`src/sv/urbfe_pkg.sv`:
```
package urbfe_pkg;

   localparam logic [7:0] CH_OPEN    = 8'h3C;
   localparam logic [7:0] CH_CLOSE   = 8'h3E;
   localparam int         FRAME_LEN  = 2;
   localparam int         NOTIFY_MIN = 3;

   typedef enum logic [2:0] {
      ST_OK      = 3'd0,
      ST_EMPTY   = 3'd1,
      ST_LEN_ERR = 3'd2,
      ST_FMT_ERR = 3'd3,
      ST_STORED  = 3'd4
   } status_type;

   typedef enum logic {
      FUNC_PUSH  = 1'b0,
      FUNC_PARSE = 1'b1
   } func_type;

   typedef enum logic [1:0] {
      NMODE_NOTIFY = 2'd0,
      NMODE_QUEUE  = 2'd1,
      NMODE_OFF    = 2'd2
   } nmode_type;

endpackage

```
`src/sv/urbfe_req_if.sv`:
```
interface urbfe_req_if import urbfe_pkg::*; ();
   logic       valid;
   logic       ready;
   func_type   func;
   logic [7:0] rx_byte;

   modport source (output valid, output func, output rx_byte, input ready);
   modport sink   (input valid, input func, input rx_byte, output ready);
endinterface

```
`src/sv/urbfe_rsp_if.sv`:
```
interface urbfe_rsp_if import urbfe_pkg::*; ();
   logic       valid;
   logic       ready;
   status_type status;
   logic [7:0] frame_cmd;
   logic [7:0] frame_data;
   logic [6:0] fill_level;
   logic       notify;

   modport source (output valid, output status, output frame_cmd, output frame_data,
                   output fill_level, output notify, input ready);
   modport sink   (input valid, input status, input frame_cmd, input frame_data,
                   input fill_level, input notify, output ready);
endinterface

```
`src/sv/uart_ring_buffer_frame_extractor.sv`:
```
// Circular byte store with a '<' cmd data '>' frame parser.
//
// req_chan (valid/ready): func = push selects a store of rx_byte at the tail,
// func = parse asks for one frame to be taken from the held bytes.
// rsp_chan (valid/ready): exactly one response per request, in order.
// csr_wr_en/csr_wr_data write notify_mode; write it only while idle.
//
// A push or a parse of an empty store completes in the cycle it is taken;
// its response passes through the holding register and then the output
// register to rsp_chan. A parse scans the store through the single
// synchronous read port, one entry per cycle, with each read registered
// behind its address and checked as it returns, then finishes in S_FIN.
// Pushes sustain one per cycle when rsp_chan is not stalled.
//
// A finished response waits in a holding register while the output
// register is stalled, so one more request is taken; after that req_chan
// drops ready until rsp_chan drains.
// Reset clears the pointers, fill count and handshake state; notify_mode
// returns to "no notification". Store contents are not cleared.
module uart_ring_buffer_frame_extractor import urbfe_pkg::*; #(
   parameter int STORE_DEPTH = 64
) (
   input  logic            clock,
   input  logic            reset,
   urbfe_req_if.sink       req_chan,
   urbfe_rsp_if.source     rsp_chan,
   input  logic            csr_wr_en,
   input  logic [1:0]      csr_wr_data
);

   localparam int AW = $clog2(STORE_DEPTH);
   localparam int CW = $clog2(STORE_DEPTH + 1);

   typedef enum logic [1:0] {
      S_IDLE,
      S_SCAN,
      S_FIN
   } state_type;

   function automatic logic [AW-1:0] ptr_inc(input logic [AW-1:0] p);
      logic [AW-1:0] r;
      r = (p == AW'(STORE_DEPTH - 1)) ? '0 : AW'(p + AW'(1));
      return r;
   endfunction

   function automatic logic [CW-1:0] ptr_dist(input logic [AW-1:0] t,
                                              input logic [AW-1:0] h);
      logic [CW-1:0] r;
      if (t >= h) begin
         r = CW'(t) - CW'(h);
      end else begin
         r = CW'(t) + CW'(STORE_DEPTH) - CW'(h);
      end
      return r;
   endfunction

   logic [7:0] mem [STORE_DEPTH];
   logic [7:0] rd_data_ff;

   state_type     state_ff, state_in;
   logic [AW-1:0] head_ff, head_in;
   logic [AW-1:0] tail_ff, tail_in;
   logic [CW-1:0] cnt_ff, cnt_in;          // cnt == STORE_DEPTH is the full mark
   nmode_type     nmode_ff, nmode_in;

   logic [CW-1:0] iss_k_ff, iss_k_in;
   logic [AW-1:0] iss_addr_ff, iss_addr_in;
   logic          rd_vld_ff, rd_vld_in;
   logic [CW-1:0] rd_k_ff, rd_k_in;
   logic [AW-1:0] rd_addr_ff, rd_addr_in;
   logic          open_seen_ff, open_seen_in;
   logic [CW-1:0] open_off_ff, open_off_in;
   logic [7:0]    cmd_ff, cmd_in;
   logic [7:0]    prev_ff, prev_in;

   logic          res_pend_ff, res_pend_in;
   status_type    res_status_ff, res_status_in;
   logic [7:0]    res_cmd_ff, res_cmd_in;
   logic [7:0]    res_data_ff, res_data_in;
   logic [CW-1:0] res_fill_ff, res_fill_in;
   logic          res_notify_ff, res_notify_in;

   logic          rsp_valid_ff, rsp_valid_in;
   status_type    rsp_status_ff, rsp_status_in;
   logic [7:0]    rsp_cmd_ff, rsp_cmd_in;
   logic [7:0]    rsp_data_ff, rsp_data_in;
   logic [6:0]    rsp_fill_ff, rsp_fill_in;
   logic          rsp_notify_ff, rsp_notify_in;

   logic          move;
   logic          produce;
   logic          req_ready;
   logic          accept;
   logic          mem_we;
   logic          notify_on;
   logic [CW-1:0] push_cnt;

   assign move      = res_pend_ff && (!rsp_valid_ff || rsp_chan.ready);
   assign req_ready = (state_ff == S_IDLE) && (!res_pend_ff || move);
   assign accept    = req_chan.valid && req_ready;
   assign notify_on = (nmode_ff == NMODE_NOTIFY) || (nmode_ff == NMODE_QUEUE);
   assign push_cnt  = (cnt_ff == CW'(STORE_DEPTH)) ? cnt_ff : CW'(cnt_ff + CW'(1));

   always_comb begin
      state_in      = state_ff;
      head_in       = head_ff;
      tail_in       = tail_ff;
      cnt_in        = cnt_ff;
      nmode_in      = nmode_ff;
      iss_k_in      = iss_k_ff;
      iss_addr_in   = iss_addr_ff;
      rd_vld_in     = 1'b0;
      rd_k_in       = iss_k_ff;
      rd_addr_in    = iss_addr_ff;
      open_seen_in  = open_seen_ff;
      open_off_in   = open_off_ff;
      cmd_in        = cmd_ff;
      prev_in       = prev_ff;
      res_status_in = res_status_ff;
      res_cmd_in    = res_cmd_ff;
      res_data_in   = res_data_ff;
      res_fill_in   = res_fill_ff;
      res_notify_in = res_notify_ff;
      produce       = 1'b0;
      mem_we        = 1'b0;

      if (csr_wr_en) begin
         nmode_in = nmode_type'(csr_wr_data);
      end

      case (state_ff)
         S_IDLE: begin
            if (accept) begin
               if (req_chan.func == FUNC_PUSH) begin
                  mem_we  = 1'b1;
                  tail_in = ptr_inc(tail_ff);
                  // tail catches head when the store is or becomes full
                  if (cnt_ff >= CW'(STORE_DEPTH - 1)) begin
                     head_in = ptr_inc(head_ff);
                  end
                  cnt_in        = push_cnt;
                  produce       = 1'b1;
                  res_status_in = ST_STORED;
                  res_cmd_in    = '0;
                  res_data_in   = '0;
                  res_fill_in   = push_cnt;
                  res_notify_in = notify_on && (push_cnt >= CW'(NOTIFY_MIN));
               end else if (cnt_ff == '0) begin
                  produce       = 1'b1;
                  res_status_in = ST_EMPTY;
                  res_cmd_in    = '0;
                  res_data_in   = '0;
                  res_fill_in   = '0;
                  res_notify_in = 1'b0;
               end else begin
                  state_in     = S_SCAN;
                  iss_k_in     = '0;
                  iss_addr_in  = head_ff;
                  open_seen_in = 1'b0;
               end
            end
         end

         S_SCAN: begin
            if (iss_k_ff < cnt_ff) begin
               rd_vld_in   = 1'b1;
               iss_k_in    = CW'(iss_k_ff + CW'(1));
               iss_addr_in = ptr_inc(iss_addr_ff);
            end
            if (rd_vld_ff) begin
               prev_in = rd_data_ff;
               if (!open_seen_ff) begin
                  if (rd_data_ff == CH_OPEN) begin
                     open_seen_in = 1'b1;
                     open_off_in  = rd_k_ff;
                  end
               end else begin
                  if (rd_k_ff == CW'(open_off_ff + CW'(1))) begin
                     cmd_in = rd_data_ff;
                  end
               end
               if (open_seen_ff && rd_data_ff == CH_CLOSE) begin
                  state_in      = S_FIN;
                  head_in       = ptr_inc(rd_addr_ff);
                  cnt_in        = '0;
                  res_notify_in = 1'b0;
                  if (rd_k_ff == CW'(open_off_ff + CW'(FRAME_LEN + 1))) begin
                     res_status_in = ST_OK;
                     res_cmd_in    = cmd_ff;
                     res_data_in   = prev_ff;
                  end else begin
                     res_status_in = ST_LEN_ERR;
                     res_cmd_in    = '0;
                     res_data_in   = '0;
                  end
               end else if (rd_k_ff == CW'(cnt_ff - CW'(1))) begin
                  // a marker is missing: drop everything
                  state_in      = S_IDLE;
                  head_in       = '0;
                  tail_in       = '0;
                  cnt_in        = '0;
                  produce       = 1'b1;
                  res_status_in = ST_FMT_ERR;
                  res_cmd_in    = '0;
                  res_data_in   = '0;
                  res_fill_in   = '0;
                  res_notify_in = 1'b0;
               end
            end
         end

         S_FIN: begin
            state_in    = S_IDLE;
            cnt_in      = ptr_dist(tail_ff, head_ff);
            res_fill_in = ptr_dist(tail_ff, head_ff);
            produce     = 1'b1;
         end

         default: begin
            state_in = S_IDLE;
         end
      endcase

      res_pend_in = (res_pend_ff && !move) || produce;

      rsp_valid_in  = rsp_valid_ff;
      rsp_status_in = rsp_status_ff;
      rsp_cmd_in    = rsp_cmd_ff;
      rsp_data_in   = rsp_data_ff;
      rsp_fill_in   = rsp_fill_ff;
      rsp_notify_in = rsp_notify_ff;
      if (move) begin
         rsp_valid_in  = 1'b1;
         rsp_status_in = res_status_ff;
         rsp_cmd_in    = res_cmd_ff;
         rsp_data_in   = res_data_ff;
         rsp_fill_in   = 7'(res_fill_ff);
         rsp_notify_in = res_notify_ff;
      end else if (rsp_chan.ready) begin
         rsp_valid_in = 1'b0;
      end
   end

   always_ff @(posedge clock) begin
      if (mem_we) begin
         mem[tail_ff] <= req_chan.rx_byte;
      end
      rd_data_ff <= mem[iss_addr_ff];
   end

   always_ff @(posedge clock) begin
      if (reset) begin
         state_ff     <= S_IDLE;
         head_ff      <= '0;
         tail_ff      <= '0;
         cnt_ff       <= '0;
         nmode_ff     <= NMODE_OFF;
         rd_vld_ff    <= 1'b0;
         open_seen_ff <= 1'b0;
         res_pend_ff  <= 1'b0;
         rsp_valid_ff <= 1'b0;
      end else begin
         state_ff     <= state_in;
         head_ff      <= head_in;
         tail_ff      <= tail_in;
         cnt_ff       <= cnt_in;
         nmode_ff     <= nmode_in;
         rd_vld_ff    <= rd_vld_in;
         open_seen_ff <= open_seen_in;
         res_pend_ff  <= res_pend_in;
         rsp_valid_ff <= rsp_valid_in;
      end
      iss_k_ff      <= iss_k_in;
      iss_addr_ff   <= iss_addr_in;
      rd_k_ff       <= rd_k_in;
      rd_addr_ff    <= rd_addr_in;
      open_off_ff   <= open_off_in;
      cmd_ff        <= cmd_in;
      prev_ff       <= prev_in;
      res_status_ff <= res_status_in;
      res_cmd_ff    <= res_cmd_in;
      res_data_ff   <= res_data_in;
      res_fill_ff   <= res_fill_in;
      res_notify_ff <= res_notify_in;
      rsp_status_ff <= rsp_status_in;
      rsp_cmd_ff    <= rsp_cmd_in;
      rsp_data_ff   <= rsp_data_in;
      rsp_fill_ff   <= rsp_fill_in;
      rsp_notify_ff <= rsp_notify_in;
   end

   assign req_chan.ready      = req_ready;
   assign rsp_chan.valid      = rsp_valid_ff;
   assign rsp_chan.status     = rsp_status_ff;
   assign rsp_chan.frame_cmd  = rsp_cmd_ff;
   assign rsp_chan.frame_data = rsp_data_ff;
   assign rsp_chan.fill_level = rsp_fill_ff;
   assign rsp_chan.notify     = rsp_notify_ff;

   // a new response never lands on one that has not moved out yet
   a_no_overwrite: assert property (@(posedge clock) disable iff (reset)
      (produce && res_pend_ff) |-> move)
      else $error("response overwritten in holding register");

   a_cnt_range: assert property (@(posedge clock) disable iff (reset)
      cnt_ff <= CW'(STORE_DEPTH))
      else $error("fill count beyond store depth");

   // while full, head sits one past tail
   a_full_ptrs: assert property (@(posedge clock) disable iff (reset)
      (cnt_ff == CW'(STORE_DEPTH)) |-> (head_ff == ptr_inc(tail_ff)))
      else $error("head/tail out of step while full");

   a_scan_nonempty: assert property (@(posedge clock) disable iff (reset)
      (state_ff == S_SCAN) |-> (cnt_ff != '0))
      else $error("scan started on empty store");

endmodule

```
`src/flat_wrapper.sv`:
```
// flat-port wrapper written by rule: the top's interface ports become plain ports
module uart_ring_buffer_frame_extractor_flat import urbfe_pkg::*;
#(
   parameter int STORE_DEPTH = 64
)
  (clock, reset, csr_wr_en, csr_wr_data, req_chan_valid, req_chan_func, req_chan_rx_byte, req_chan_ready, rsp_chan_valid, rsp_chan_status, rsp_chan_frame_cmd, rsp_chan_frame_data, rsp_chan_fill_level, rsp_chan_notify, rsp_chan_ready);
  urbfe_req_if req_chan_i ();
  urbfe_rsp_if rsp_chan_i ();
  input  logic clock;
  input  logic reset;
  input  logic csr_wr_en;
  input  logic [1:0] csr_wr_data;
  input wire logic [$bits(req_chan_i.valid)-1:0] req_chan_valid;
  input wire logic [$bits(req_chan_i.func)-1:0] req_chan_func;
  input wire logic [$bits(req_chan_i.rx_byte)-1:0] req_chan_rx_byte;
  output wire logic [$bits(req_chan_i.ready)-1:0] req_chan_ready;
  output wire logic [$bits(rsp_chan_i.valid)-1:0] rsp_chan_valid;
  output wire logic [$bits(rsp_chan_i.status)-1:0] rsp_chan_status;
  output wire logic [$bits(rsp_chan_i.frame_cmd)-1:0] rsp_chan_frame_cmd;
  output wire logic [$bits(rsp_chan_i.frame_data)-1:0] rsp_chan_frame_data;
  output wire logic [$bits(rsp_chan_i.fill_level)-1:0] rsp_chan_fill_level;
  output wire logic [$bits(rsp_chan_i.notify)-1:0] rsp_chan_notify;
  input wire logic [$bits(rsp_chan_i.ready)-1:0] rsp_chan_ready;
  assign req_chan_i.valid = req_chan_valid;
  assign req_chan_i.func = req_chan_func;
  assign req_chan_i.rx_byte = req_chan_rx_byte;
  assign req_chan_ready = req_chan_i.ready;
  assign rsp_chan_valid = rsp_chan_i.valid;
  assign rsp_chan_status = rsp_chan_i.status;
  assign rsp_chan_frame_cmd = rsp_chan_i.frame_cmd;
  assign rsp_chan_frame_data = rsp_chan_i.frame_data;
  assign rsp_chan_fill_level = rsp_chan_i.fill_level;
  assign rsp_chan_notify = rsp_chan_i.notify;
  assign rsp_chan_i.ready = rsp_chan_ready;
  uart_ring_buffer_frame_extractor #(.STORE_DEPTH(STORE_DEPTH)) u_core (.clock(clock), .reset(reset), .req_chan(req_chan_i), .rsp_chan(rsp_chan_i), .csr_wr_en(csr_wr_en), .csr_wr_data(csr_wr_data));
endmodule
```
`config.mk`:
```
export PLATFORM = sky130hd
export DESIGN_NAME = uart_ring_buffer_frame_extractor_flat
export DESIGN_NICKNAME = d
export VERILOG_FILES = /design/src/sv/urbfe_pkg.sv /design/src/sv/urbfe_req_if.sv /design/src/sv/urbfe_rsp_if.sv /design/src/sv/uart_ring_buffer_frame_extractor.sv /design/src/flat_wrapper.sv
export SDC_FILE = /design/constraint.sdc
export NUM_CORES = 1
export LEC_CHECK = 0
export ABC_AREA = 0
export BUFFER_PORTS_ARGS = -buffer_cell sky130_fd_sc_hd__buf_4
export CAP_MARGIN = 20
export CORE_ASPECT_RATIO = 0.7
export CORE_MARGIN = 2
export CORE_UTILIZATION = 45
export CTS_CLUSTER_SIZE = 28
export DETAILED_ROUTE_END_ITERATION = 8
export GPL_TIMING_DRIVEN = 0
export SYNTH_ARGS = -nofsm -noshare
export SYNTH_HDL_FRONTEND = slang
export SYNTH_SLANG_ARGS = --single-unit
```
`constraint.sdc`:
```
create_clock -name clock -period 3.8 [get_ports clock]
set_input_delay 0.19 -clock clock [delete_from_list [all_inputs] [get_ports clock]]
set_output_delay 0.19 -clock clock [all_outputs]
set_load 0.01 [all_outputs]
```
* Word-level counts from Yosys, hierarchy flattened
Memories as Yosys holds them, arrays and structs flattened. A register that Yosys moved wholly into a read port is not among the register bits.
Index checks and enable logic that the tools add are counted.
W data, S select, Z words.
** Word-level totals
- Bits in registers :: 130
- Memory bits (writable) :: 512
- Input bits :: 16
- Output and inout bits :: 29
- Word-level logic and storage cells :: 196
- Memories :: 1
** Memory list
- u_core.mem :: words 64, bits a word 8, rd ports 1, clocked after memory_dff 1, wr ports 1, RTL line uart_ring_buffer_frame_extractor.sv:57 : logic [7:0] mem [STORE_DEPTH];
** Cells by class
- Add/sub/neg operators :: 12
- Magnitude comparators :: 4
- Equality and inequality tests :: 24
- Multiplexer cells :: 96
- Bitwise gates (word level) :: 2
- Reductions and logical operators :: 31
** Operators by type and width (number)
- $mux W7 :: 16
- $mux W6 :: 18
- $mux W8 :: 10
- $pmux W7 S3 :: 2
- $pmux W6 S2 :: 3
- $pmux W8 S2 :: 2
- $mux W1 :: 26
- $reduce_and A5 Y1 :: 5
- $add A6 B1 Y6 const B :: 4
- $eq A6 B6 Y1 const B :: 4
- $add A7 B1 Y7 const B :: 3
- $eq A7 B7 Y1 :: 3
- $mux W3 :: 6
- $reduce_and A6 Y1 :: 3
- $eq A8 B6 Y1 const B :: 2
- $mux W2 :: 7
- $pmux W7 S2 :: 1
- $ne A2 B2 Y1 const B :: 5
- $ne A2 B1 Y1 const B :: 4
- $reduce_and A4 Y1 :: 2
- $add A6 B7 Y7 const B :: 1
- $add A7 B2 Y7 const B :: 1
- $eq A7 B7 Y1 const B :: 1
- $ge A7 B2 Y1 const B :: 1
- 24 further kinds :: 39

* Depth between registers and ports, before layout
Gate-level depths: netlist of the first run.
- Word-level depth :: 10
- Depth in mapped cells :: 11
- Depth with buffers taken out :: 10

* Worst setup path after synthesis of the first run
OpenSTA, ideal clock, no wires.
- Kind :: register to register
- Start point :: register u_core.cnt_ff[0]
- End point :: register u_core.res_cmd_ff[0] (enable)
- Setup time :: 0.404 ns
- Data arrival time :: 2.719 ns
- Data required time :: 3.396 ns
- Slack :: 0.677 ns
- Cell stages (with the launch flop) :: 10
- Path buffers :: 1
- Clock period less this slack :: 3.123 ns
- Cells stage by stage :: dfxtp_1 -> buf_2 -> inv_1 -> ha_1 -> xnor2_1 -> nor2_1 -> o2111ai_1 -> o21ai_2 -> nand2_1 -> a21oi_1
** On the way
- Word-level cells in the longest chain between the ends :: 4
- Elaborated cells on any way between the ends :: 6
- Classes of those cells :: add/sub: 1; eq/ne: 3; reduce/logical: 2
** RTL lines
- start: declaration :: RTL line uart_ring_buffer_frame_extractor.sv:63 : logic [CW-1:0] cnt_ff, cnt_in;
- start signal: assignment :: RTL line uart_ring_buffer_frame_extractor.sv:266 : cnt_ff <= cnt_in;
- $sub A7 B1 Y7 :: RTL line uart_ring_buffer_frame_extractor.sv:196 : end else if (rd_k_ff == CW'(cnt_ff - CW'(1))) begin
- $eq A7 B7 Y1 :: RTL line uart_ring_buffer_frame_extractor.sv:196
- $ne A3 B1 Y1 (no source line)
- $reduce_and A5 Y1 (no source line) *
- end signal: assignment :: RTL line uart_ring_buffer_frame_extractor.sv:281 : res_cmd_ff <= res_cmd_in;
- end: declaration :: RTL line uart_ring_buffer_frame_extractor.sv:78 : logic [7:0] res_cmd_ff, res_cmd_in;
Mark *: on every way between the ends. The rest lies on a longest branch, timed or not.
A chain may end at the register's enable or synchronous reset.

* Final worst setup path of the first run
- Start point :: register u_core.state_ff[0]
- End point :: memory u_core.mem[50][1] (enable)
** On the way
- Word-level cells in the longest chain between the ends :: 7
** RTL lines
- start: declaration :: RTL line uart_ring_buffer_frame_extractor.sv:60 : state_type state_ff, state_in;
- start signal: assignment :: RTL line uart_ring_buffer_frame_extractor.sv:263 : state_ff <= state_in;
- $logic_not A2 Y1 * :: RTL line uart_ring_buffer_frame_extractor.sv:99, uart_ring_buffer_frame_extractor.sv:131
- $logic_and A1 B1 Y1 :: RTL line uart_ring_buffer_frame_extractor.sv:99 : assign req_ready = (state_ff == S_IDLE) && (!res_pend_ff || move);
- $logic_and A1 B1 Y1 :: RTL line uart_ring_buffer_frame_extractor.sv:100 : assign accept = req_chan.valid && req_ready;
- $mux W1 :: RTL line uart_ring_buffer_frame_extractor.sv:133 : if (accept) begin
- $mux W1 * :: RTL line uart_ring_buffer_frame_extractor.sv:131 : case (state_ff)
- $mux W1 * :: RTL line uart_ring_buffer_frame_extractor.sv:245 : if (mem_we) begin
- $mux W1 (not written as such) * :: RTL line uart_ring_buffer_frame_extractor.sv:246 : mem[tail_ff] <= req_chan.rx_byte;
- end: declaration :: RTL line uart_ring_buffer_frame_extractor.sv:57
Marked as above.

==> results of run 1 <==
==> path summary, 6_finish.rpt <==
check,start,endpoint,slack [ps],cells past startpoint
worst max register to register,u_core.state_ff[0],u_core.mem[50][1],310,7
worst min-delay path,req_chan_rx_byte[7],u_core.mem[17][7],110,1
worst min register to register,u_core.iss_addr_ff[2],u_core.rd_addr_ff[2],370,0
worst max-delay path,u_core.state_ff[0],u_core.mem[50][1],310,7
==> report_power, final <==
group | internal [mW] | switching, mW | leakage (nW)
clock | 3.18 | 2.58 | 0.915
sequential | 8.29 | 0.251 | 5.83
combinational | 1.60 | 2.34 | 2.56
==> worst register-to-register path, stage by stage (launching register included) <==
cell      delay, ps
dfxtp_1         340
inv_1            90
ha_1            150
clkbuf_1        270
nand3_1         270
nor3_1          430
nand3b_1        580
nor2_1          990
==> metal layers <==
layer  global-route usage, %  share of wire (%)
met1                    35.4                 49
met2                    27.9                 40
met3                    4.16                9.1
met4                    5.17                1.9
met5                       0                  0
==> registers in the layout (all words and copies together) (netlist names), 2 cells and up <==
signal	count
u_core.rsp_chan.frame_cmd	8
u_core.rsp_chan.frame_data	8
u_core.res_status_ff	3
u_core.rd_data_ff	8
u_core.res_cmd_ff	8
u_core.rsp_chan.fill_level	7
u_core.res_fill_ff	7
u_core.prev_ff	8
u_core.res_data_ff	8
u_core.cnt_ff	7
u_core.mem	512
u_core.iss_k_ff	7
u_core.rd_k_ff	7
u_core.iss_addr_ff	6
u_core.state_ff	2
u_core.head_ff	6
u_core.rsp_chan.status	3
u_core.rd_addr_ff	6
u_core.cmd_ff	8
u_core.tail_ff	6
u_core.open_off_ff	7
==> area by class of cell <==
| type | instances | area (um2) | area share, % |
|---|---|---|---|
| Inverter | 30 | 113 | 0.383 |
| Buffer | 69 | 367 | 1.25 |
| Timing Repair Buffer | 50 | 404 | 1.38 |
| Multi-Input combinational cell | 650 | 6680 | 22.7 |
| Tap cell | 750 | 938 | 3.19 |
| Clock inverter | 26 | 194 | 0.660 |
| Clock buffer | 83 | 1660 | 5.65 |
| Sequential cell | 649 | 19000 | 64.7 |
==> metrics by stage <==
step | util, % | power (mW) | cells | setup slack, ps | setup TNS (ps)
floorplan | - | 11.1 | 1398 | 677 | 0
global placement | 48.0 | 12.5 | 2190 | -734 | -12090
detailed placement | 48.1 | 12.6 | 2194 | 372 | 0
CTS | 51.5 | 18.3 | 2307 | 349 | 0
global route | 51.5 | 18.9 | 2307 | 75.8 | 0
finish | 51.5 | 18.2 | 2307 | 307 | 0
==> cell usage after synthesis (4+ instances only) <==
cell type    n  area share [%]
a211oi_1     7            0.20
a21o_1       7            0.20
a21oi_1     42            0.80
a311oi_1     4            0.13
a31oi_1      7            0.17
and2_1      21            0.50
and3_1      11            0.26
buf_1        6           0.086
buf_2       14            0.27
buf_4        6            0.17
buf_6        9            0.39
clkbuf_1    34            0.49
dfxtp_1     47             3.6
edfxtp_1   602              69
ha_1        27             1.3
inv_1       28            0.40
mux2i_1      4            0.15
mux4_2     160              14
nand2_1     36            0.52
nand2b_1     5            0.12
nand3_1     38            0.73
nand3b_1     8            0.23
nor2_1     102             1.5
nor2b_1      4           0.096
nor3_1      11            0.21
nor3b_1      5            0.14
nor4_1       4           0.096
o211ai_1     4            0.11
o21a_1       4            0.11
o21ai_0     28            0.54
o22ai_1     17            0.41
o31a_1       4            0.13
o31ai_1      5            0.14
or2_2        7            0.17
or3_1        5            0.12
xnor2_1     23            0.77
xor2_1      15            0.50
==> kinds of logic after synthesis <==
family	count (synthesis)	share of synthesized area, %
AO/OA/AOI/OAI	152	3.74
XOR/XNOR	38	1.27
adder cells (fa/ha/maj)	28	1.37
buffers and inverters	99	1.83
flip-flops	649	72.7
multiplexers	165	14.0
AND/OR/NAND/NOR	267	5.08
==> results.toml, run 1 <==
[status]
outcome = "completed"

[routing]
wirelength_um = 62400
num_vias = 13800
routedWlPerCell_um = 27.0
first_iter_violations = 1686
drtPass1Iterations = 5
via_per_inst = 5.96
final_antenna_net_count = 0
drc = 0

[setup_path]
crit_path_end_kind = "flop"
worst-path-buf-inv = 2
startpoint_type = "flop"
crit_required_ps = 4030
path_delay_family = "simple AND/OR/NAND/NOR gates"
critical_path_arrival_ps = 3730
critPathSlowestCell = "nor2_1"
crit_chain = "inv_1 > ha_1 > clkbuf_1 > nand3_1 > nor3_1 > nand3b_1 > nor2_1"
slowest_delay_ps = 990
worstSetupPathType = "reg2reg"
path_max_fanout = 8

[layout]
layout.nets = 1554
area_delta_synth_final_pct = 12.3
final_cell_mix = "602 x edfxtp_1, 160 x mux4_2, 102 x nor2_1"
mostFrequentLayoutCell = "edfxtp_1"
antennaDiodeCount = 0
stdcell_area_um2 = 29400
layout-drive-gt1-share_pct = 21.9
nFillCells = 4558

[timing]
rsz0062_at_grt = "false"
drv_slew = 0
finalSetupViolCount = 0
finalCritPeriodShare_pct = 91.9
tightest_slew_ps = 1190
finalCriticalPeriod_ps = 3490
hold_viol = 0
relSlewSlack_pct = 20.5
max_freq_ghz = 0.286
finalClockSkew_ps = 18.2
holdWs_ps = 107

[synth]
synth_ff_type = "edfxtp_1"
synth_cells = 1398
async_flop_share_pct = 0
yosys.cell_types.count = 62
ys_warn_count = 0
ys_ff_latch = 649
netlist_area_um2 = 26100
syn_area_per_cell_um2 = 18.7
synth_nets = 1442
synth.yosys.seq_area_share_pct = 72.7
synth_edf_count = 602

[clock_tree]
postCtsHoldBufs = 4
cts.sinks = 649
cts_tree = "yes"
root_buffer = "clkbuf_16"
htree_levels = 2
cts_setup_buffers = 0
path_clk_slew_ps = 70
numCtsBuffers = 60
clock_latency_ps = 630
post_cts_resized = 0
cts_buffer_depth = 3

[die]
die_y_um = 206
start_util_pct = 45.8
core-area_um2 = 57100
pin_count = 45
rows = 73
die_width_um = 292
die_area_um2 = 60100

[grt]
grt_usage_pct = 21.2
antenna_found_initial = 0
grt_pass1_wl_um = 91300
grt_overflow = 0
grt_pass1_vias = 13300
grt_max_degree = 65

[job]
maxCapViolations = 0

[placement]
dpl_cell_area_um2 = 27500
dp_hpwl_um = 42400
port_buffers = 42
gp_congestion = 0.949

[power_and_ir_drop]
p_leak_nw = 9.30
powerDensity_nw_per_um2 = 621
peakVddDrop_v = 0.000386

[hold_path]
hold_class = "in2reg"
No activity file was read; power rests on OpenSTA's default activity.
==> run 2, diff against run 1 <==
--- a/config.mk
+++ b/config.mk
@@ -14,6 +14,7 @@
 export CTS_CLUSTER_SIZE = 28
 export DETAILED_ROUTE_END_ITERATION = 8
 export GPL_TIMING_DRIVEN = 0
+export MAX_ROUTING_LAYER = met4
 export SYNTH_ARGS = -nofsm -noshare
 export SYNTH_HDL_FRONTEND = slang
 export SYNTH_SLANG_ARGS = --single-unit
==> results.toml, run 2 (synthesis results as in run 1) <==
[timing]
finalCritPeriodShare_pct = 91.4
finalSetupViolCount = 0
finalSetupTns_ps = 0
hold_viol = 0
finalClockSkew_ps = 16.5
drv_slew = 0
fin_ws_ps = 327
max_freq_ghz = 0.288
relSlewSlack_pct = 29.4
tightest_slew_ps = 1060
rsz0062_at_grt = "false"
finalCriticalPeriod_ps = 3470

[layout]
layout-drive-gt1-share_pct = 22.1
area_delta_synth_final_pct = 12.9
largest_reg_flops = 512
largest_register = "u_core.mem"
final_cell_mix = "602 x edfxtp_1, 160 x mux4_2, 102 x nor2_1"
layout.nets = 1554
finalNonFillerCells = 2312
antennaDiodeCount = 0
mostFrequentLayoutCell = "edfxtp_1"

[routing]
num_vias = 13700
drtPass1Iterations = 5
routedWlPerCell_um = 27.4
final_antenna_net_count = 0
via_per_inst = 5.92
wirelength_um = 63400
first_iter_violations = 1542
drc = 0

[placement]
dp_hpwl_um = 43100
dp_cells = 2194
place_ws_ps = 410
gp_congestion = 0.911
port_buffers = 42

[die]
die_width_um = 292
rows = 73
start_util_pct = 45.8
pin_count = 45
die_area_um2 = 60100
die_y_um = 206
core-area_um2 = 57100

[power_and_ir_drop]
p_leak_nw = 9.36
powerDensity_nw_per_um2 = 632
peakVddDrop_v = 0.000411

[grt]
antenna_found_initial = 0
grt_usage_pct = 22.2
grt_max_degree = 65
grt_pass1_vias = 13400
grt_pass1_wl_um = 92700
grt_overflow = 0

[hold_path]
hold_class = "in2reg"

[setup_path]
path_max_fanout = 8
worstSetupPathType = "reg2reg"
crit_required_ps = 4030
startpoint_type = "flop"
critical_path_arrival_ps = 3710
crit_path_end_kind = "flop"

[clock_tree]
numCtsBuffers = 60
cts_buffer_depth = 3
path_clk_slew_ps = 60
htree_levels = 2
root_buffer = "clkbuf_16"
cts_tree = "yes"
cts.sinks = 649
clock_latency_ps = 620
post_cts_resized = 0
cts_setup_buffers = 0
postCtsHoldBufs = 4

[job]
maxCapViolations = 0

[status]
outcome = "completed"
[run 2: changes by cell type in the layout (fill, tap and decap cells not counted), sizes merged]
cell / delta
clkinvlp: +4
inv: -3
bufinv: +6
clkbuf: -9
clkinv: +7
[run 2: final cells by class]
class                      instances  area, um2
tap                              750        938
multi-input combinational        650       6680
timing repair buffer              50        404
sequential                       649      19000
clock buffer                      74       1600
fill                            4548      27600
clock inverter                    40        408
inverter                          30        113
buffer                            69        367
[run 2: worst paths after layout]
check | cells past startpoint | to | slack, ps | start
worst max-delay path | 7 | u_core.mem[50][3] | 330 | u_core.state_ff[0]
worst min-delay path | 1 | u_core.mem[23][6] | 110 | req_chan_rx_byte[6]
worst max register to register | 7 | u_core.mem[50][3] | 330 | u_core.state_ff[0]
worst min register to register | 0 | u_core.rd_addr_ff[2] | 370 | u_core.iss_addr_ff[2]
[run 2: metrics by stage]
| step | power (mW) | utilization (%) | hold WS, ps | area, um2 |
|---|---|---|---|---|
| detailed placement | 12.6 | 48.1 | 357 | 27500 |
| global route | 19.3 | 51.7 | 117 | 29500 |
| floorplan | 11.1 | - | 281 | 26100 |
| finish | 18.7 | 51.7 | 110 | 29500 |
| CTS | 18.7 | 51.7 | 88.7 | 29500 |
| global placement | 12.5 | 48.0 | 361 | 27400 |
[run 2: layer usage]
layer  vias to the layer above  wire [um]  global-route usage, %
li1                       5889          -                      -
met1                      7152      30300                   34.4
met2                       546      25700                   28.9
met3                        90       6260                   6.16
met4                         0       1080                   4.60
met5                         -          0                      -
[run 2: critical path, cell delays in order (launching register included)]
cell and delay (ps):
dfxtp_1 350, inv_1 90, ha_1 150, clkbuf_1 300
nand3_1 260, nor3_1 430, nand3b_1 550, nor2_1 960
[run 2: power breakdown]
group          switching, mW  total [mW]  internal, mW
combinational           2.35        3.96          1.60
clock                   2.64        6.17          3.52
sequential             0.257        8.54          8.29
total                   5.25        18.7          13.4
==> run 3, diff against run 2 <==
--- a/config.mk
+++ b/config.mk
@@ -5,7 +5,7 @@
 export SDC_FILE = /design/constraint.sdc
 export NUM_CORES = 1
 export LEC_CHECK = 0
-export ABC_AREA = 0
+export ABC_AREA = 1
 export BUFFER_PORTS_ARGS = -buffer_cell sky130_fd_sc_hd__buf_4
 export CAP_MARGIN = 20
 export CORE_ASPECT_RATIO = 0.7
==> results.toml, run 3 <==
[status]
outcome = "finished with violations"
failed_checks = "setup timing"

[setup_path]
critical_path_arrival_ps = 4320
r2r_end = "u_core.mem[52][2]"
startpoint_type = "flop"
worstSetupPathType = "reg2reg"
worst-path-stages = 9
r2r_setup_slack_ps = -250
r2r_cells = 9
worstReg2RegStart = "u_core.state_ff[0]"
path_delay_family = "simple AND/OR/NAND/NOR gates"
crit_path_end_kind = "flop"
slowest_delay_ps = 1200
setup.worst_path.end = "u_core.mem[52][2]"
startpoint = "u_core.state_ff[0]"
crit_chain = "inv_1 > ha_1 > clkbuf_2 > nand2_1 > inv_2 > nand2_1 > nor2_1 > nand4_1 > nor2_1"
crit_required_ps = 4070
critPathSlowestCell = "nor2_1"
path_max_fanout = 8
worst-path-buf-inv = 3

[timing]
finalClockSkew_ps = 29.0
finalCritPeriodShare_pct = 107
holdWs_ps = 89.6
fin_ws_ps = -250
rsz0062_at_grt = "true"
hold_viol = 0
drv_slew = 0
relSlewSlack_pct = 25.7
finalSetupViolCount = 101
finalCriticalPeriod_ps = 4050
tightest_slew_ps = 1110
finalSetupTns_ps = -14930
max_freq_ghz = 0.247

[routing]
first_iter_violations = 2855
drc = 0
final_antenna_net_count = 0
via_per_inst = 6.02
drtPass1Iterations = 6
num_vias = 19500
routedWlPerCell_um = 29.5
wirelength_um = 95900

[die]
die_y_um = 208
core-area_um2 = 58700
die_width_um = 296
rows = 74
start_util_pct = 45.8
die_area_um2 = 61700
pin_count = 45

[layout]
regArea_um2 = 19000
multiInputGateArea_um2 = 7010
finalNonFillerCells = 3248
antennaDiodeCount = 0
stdcell_area_um2 = 30600
layout.nets = 2442
largest_register = "u_core.mem"
largest_reg_flops = 512
layout-drive-gt1-share_pct = 11.6
post-route-util_pct = 52.1
area_delta_synth_final_pct = 13.9
final_cell_mix = "602 x edfxtp_1, 413 x nor2_1, 302 x o21ai_0"
nFillCells = 5105
mostFrequentLayoutCell = "edfxtp_1"

[synth]
ys_ff_latch = 649
netlist_area_um2 = 26900
ys_warn_count = 0
synth.most_common_cell = "edfxtp_1"
synth_area_leaders = "edfxtp_1 67%, nor2_1 6.2%, o21ai_0 5.6%, dfxtp_1 3.5%, o22ai_1 3.0%"
synth_nets = 2311
yosys.cell_types.count = 50
synth_top_area_share_pct = 67.3
synth_ff_type = "edfxtp_1"
ys_top_cells_by_count = "602 x edfxtp_1, 447 x nor2_1, 302 x o21ai_0"
async_flop_share_pct = 0
syn_area_per_cell_um2 = 11.8
synth_top_cell_by_area = "edfxtp_1"
synth_edf_count = 602
synth.yosys.seq_area_share_pct = 70.8
synth_cells = 2267

[power_and_ir_drop]
p_leak_nw = 10.4
p_int_mw = 13.8
p_comb_share_pct = 31.7
swShare_pct = 38.0
powerDensity_nw_per_um2 = 725
p_sw_mw = 8.43
fin_total_pwr_mw = 22.2
p_clk_share_pct = 29.0
seq_power_share_pct = 39.3
peakVddDrop_v = 0.000486

[grt]
grt_pass1_wl_um = 134000
grt_overflow = 0
grt_max_degree = 65
antenna_found_initial = 3
grt_pass1_vias = 18000
grt_usage_pct = 32.0

[hold_path]
hold_start = "req_chan_func"
min_path_cells = 6
hold_class = "in2reg"

[clock_tree]
clock_latency_ps = 670
numCtsBuffers = 61
cts_tree = "yes"
path_clk_slew_ps = 70
cts.sinks = 649
htree_levels = 2
root_buffer = "clkbuf_16"
cts_buffer_depth = 3

[job]
maxCapViolations = 0

[placement]
dp_hpwl_um = 66400
gp_congestion = 0.992
dp_cells = 3115
port_buffers = 42
dpl_cell_area_um2 = 28300
place_ws_ps = -104
run 3: cell types whose count changed after synthesis, sizes merged, moves of 26 or more:
cell,previous run,this run
nand2,36,221
clkbuf,34,73
o21ai,29,344
mux4,160,0
inv,29,94
nor2,102,453
o22ai,17,127
nand3,38,64
run 3: timing repair:
item | 4_1_cts | 5_1_grt
pin swaps | 0 | 2
gates resized for setup | 7 | 24
endpoints found under the hold margin | 3 | 0
endpoints found under the setup margin | 80 | 405
buffers inserted | 0 | 13
hold buffers | 5 | 0
run 3: how the worst min path moves through the flow:
stage | end
floorplan | u_core.mem[0][0]
global placement | u_core.rd_addr_ff[3]
detailed placement | u_core.rd_addr_ff[3]
CTS | u_core.tail_ff[3]
global route | u_core.tail_ff[3]
finish | u_core.tail_ff[2]
run 3: power groups by stage:
stage	Clock, mW	Combinational, mW	Sequential [mW]
floorplan	0	3.66	8.75
global placement	0	6.58	8.87
detailed placement	0	6.65	8.86
CTS	6.48	6.68	8.71
global route	6.72	7.39	8.77
finish	6.43	7.03	8.72
run 3: per-layer routing:
| layer | routed length [um] | share of wire (%) | up-vias | global-route usage, % |
|---|---|---|---|---|
| li1 | - | - | 8442 | - |
| met1 | 43700 | 46 | 9679 | 49.5 |
| met2 | 36100 | 38 | 1235 | 38.9 |
| met3 | 13600 | 14 | 181 | 11.5 |
| met4 | 2490 | 2.6 | 0 | 7.96 |
| met5 | 0 | 0 | - | - |
run 3: area by class of cell:
cell class                 instances  area share (%)
buffer                           124            1.88
clock buffer                      78            5.47
clock inverter                    37            1.33
inverter                          96            1.22
multi-input combinational       1398            22.9
sequential                       649            62.1
tap                              798            3.26
timing repair buffer              68            1.80
run 3: worst reg2reg max path: cells and delay by family (launching register included):
family | cells | cell delay, ps
adder cells (fa/ha/maj) | 1 | 170
buffers and inverters | 3 | 370
flip-flops | 1 | 340
AND/OR/NAND/NOR | 5 | 2790
run 3: kinds of logic after synthesis:
kind of cell	synth area share (%)
AO/OA/AOI/OAI	11.5
adder cells (fa/ha/maj)	1.33
buffers and inverters	3.53
flip-flops	70.8
AND/OR/NAND/NOR	12.0
XOR/XNOR	0.848
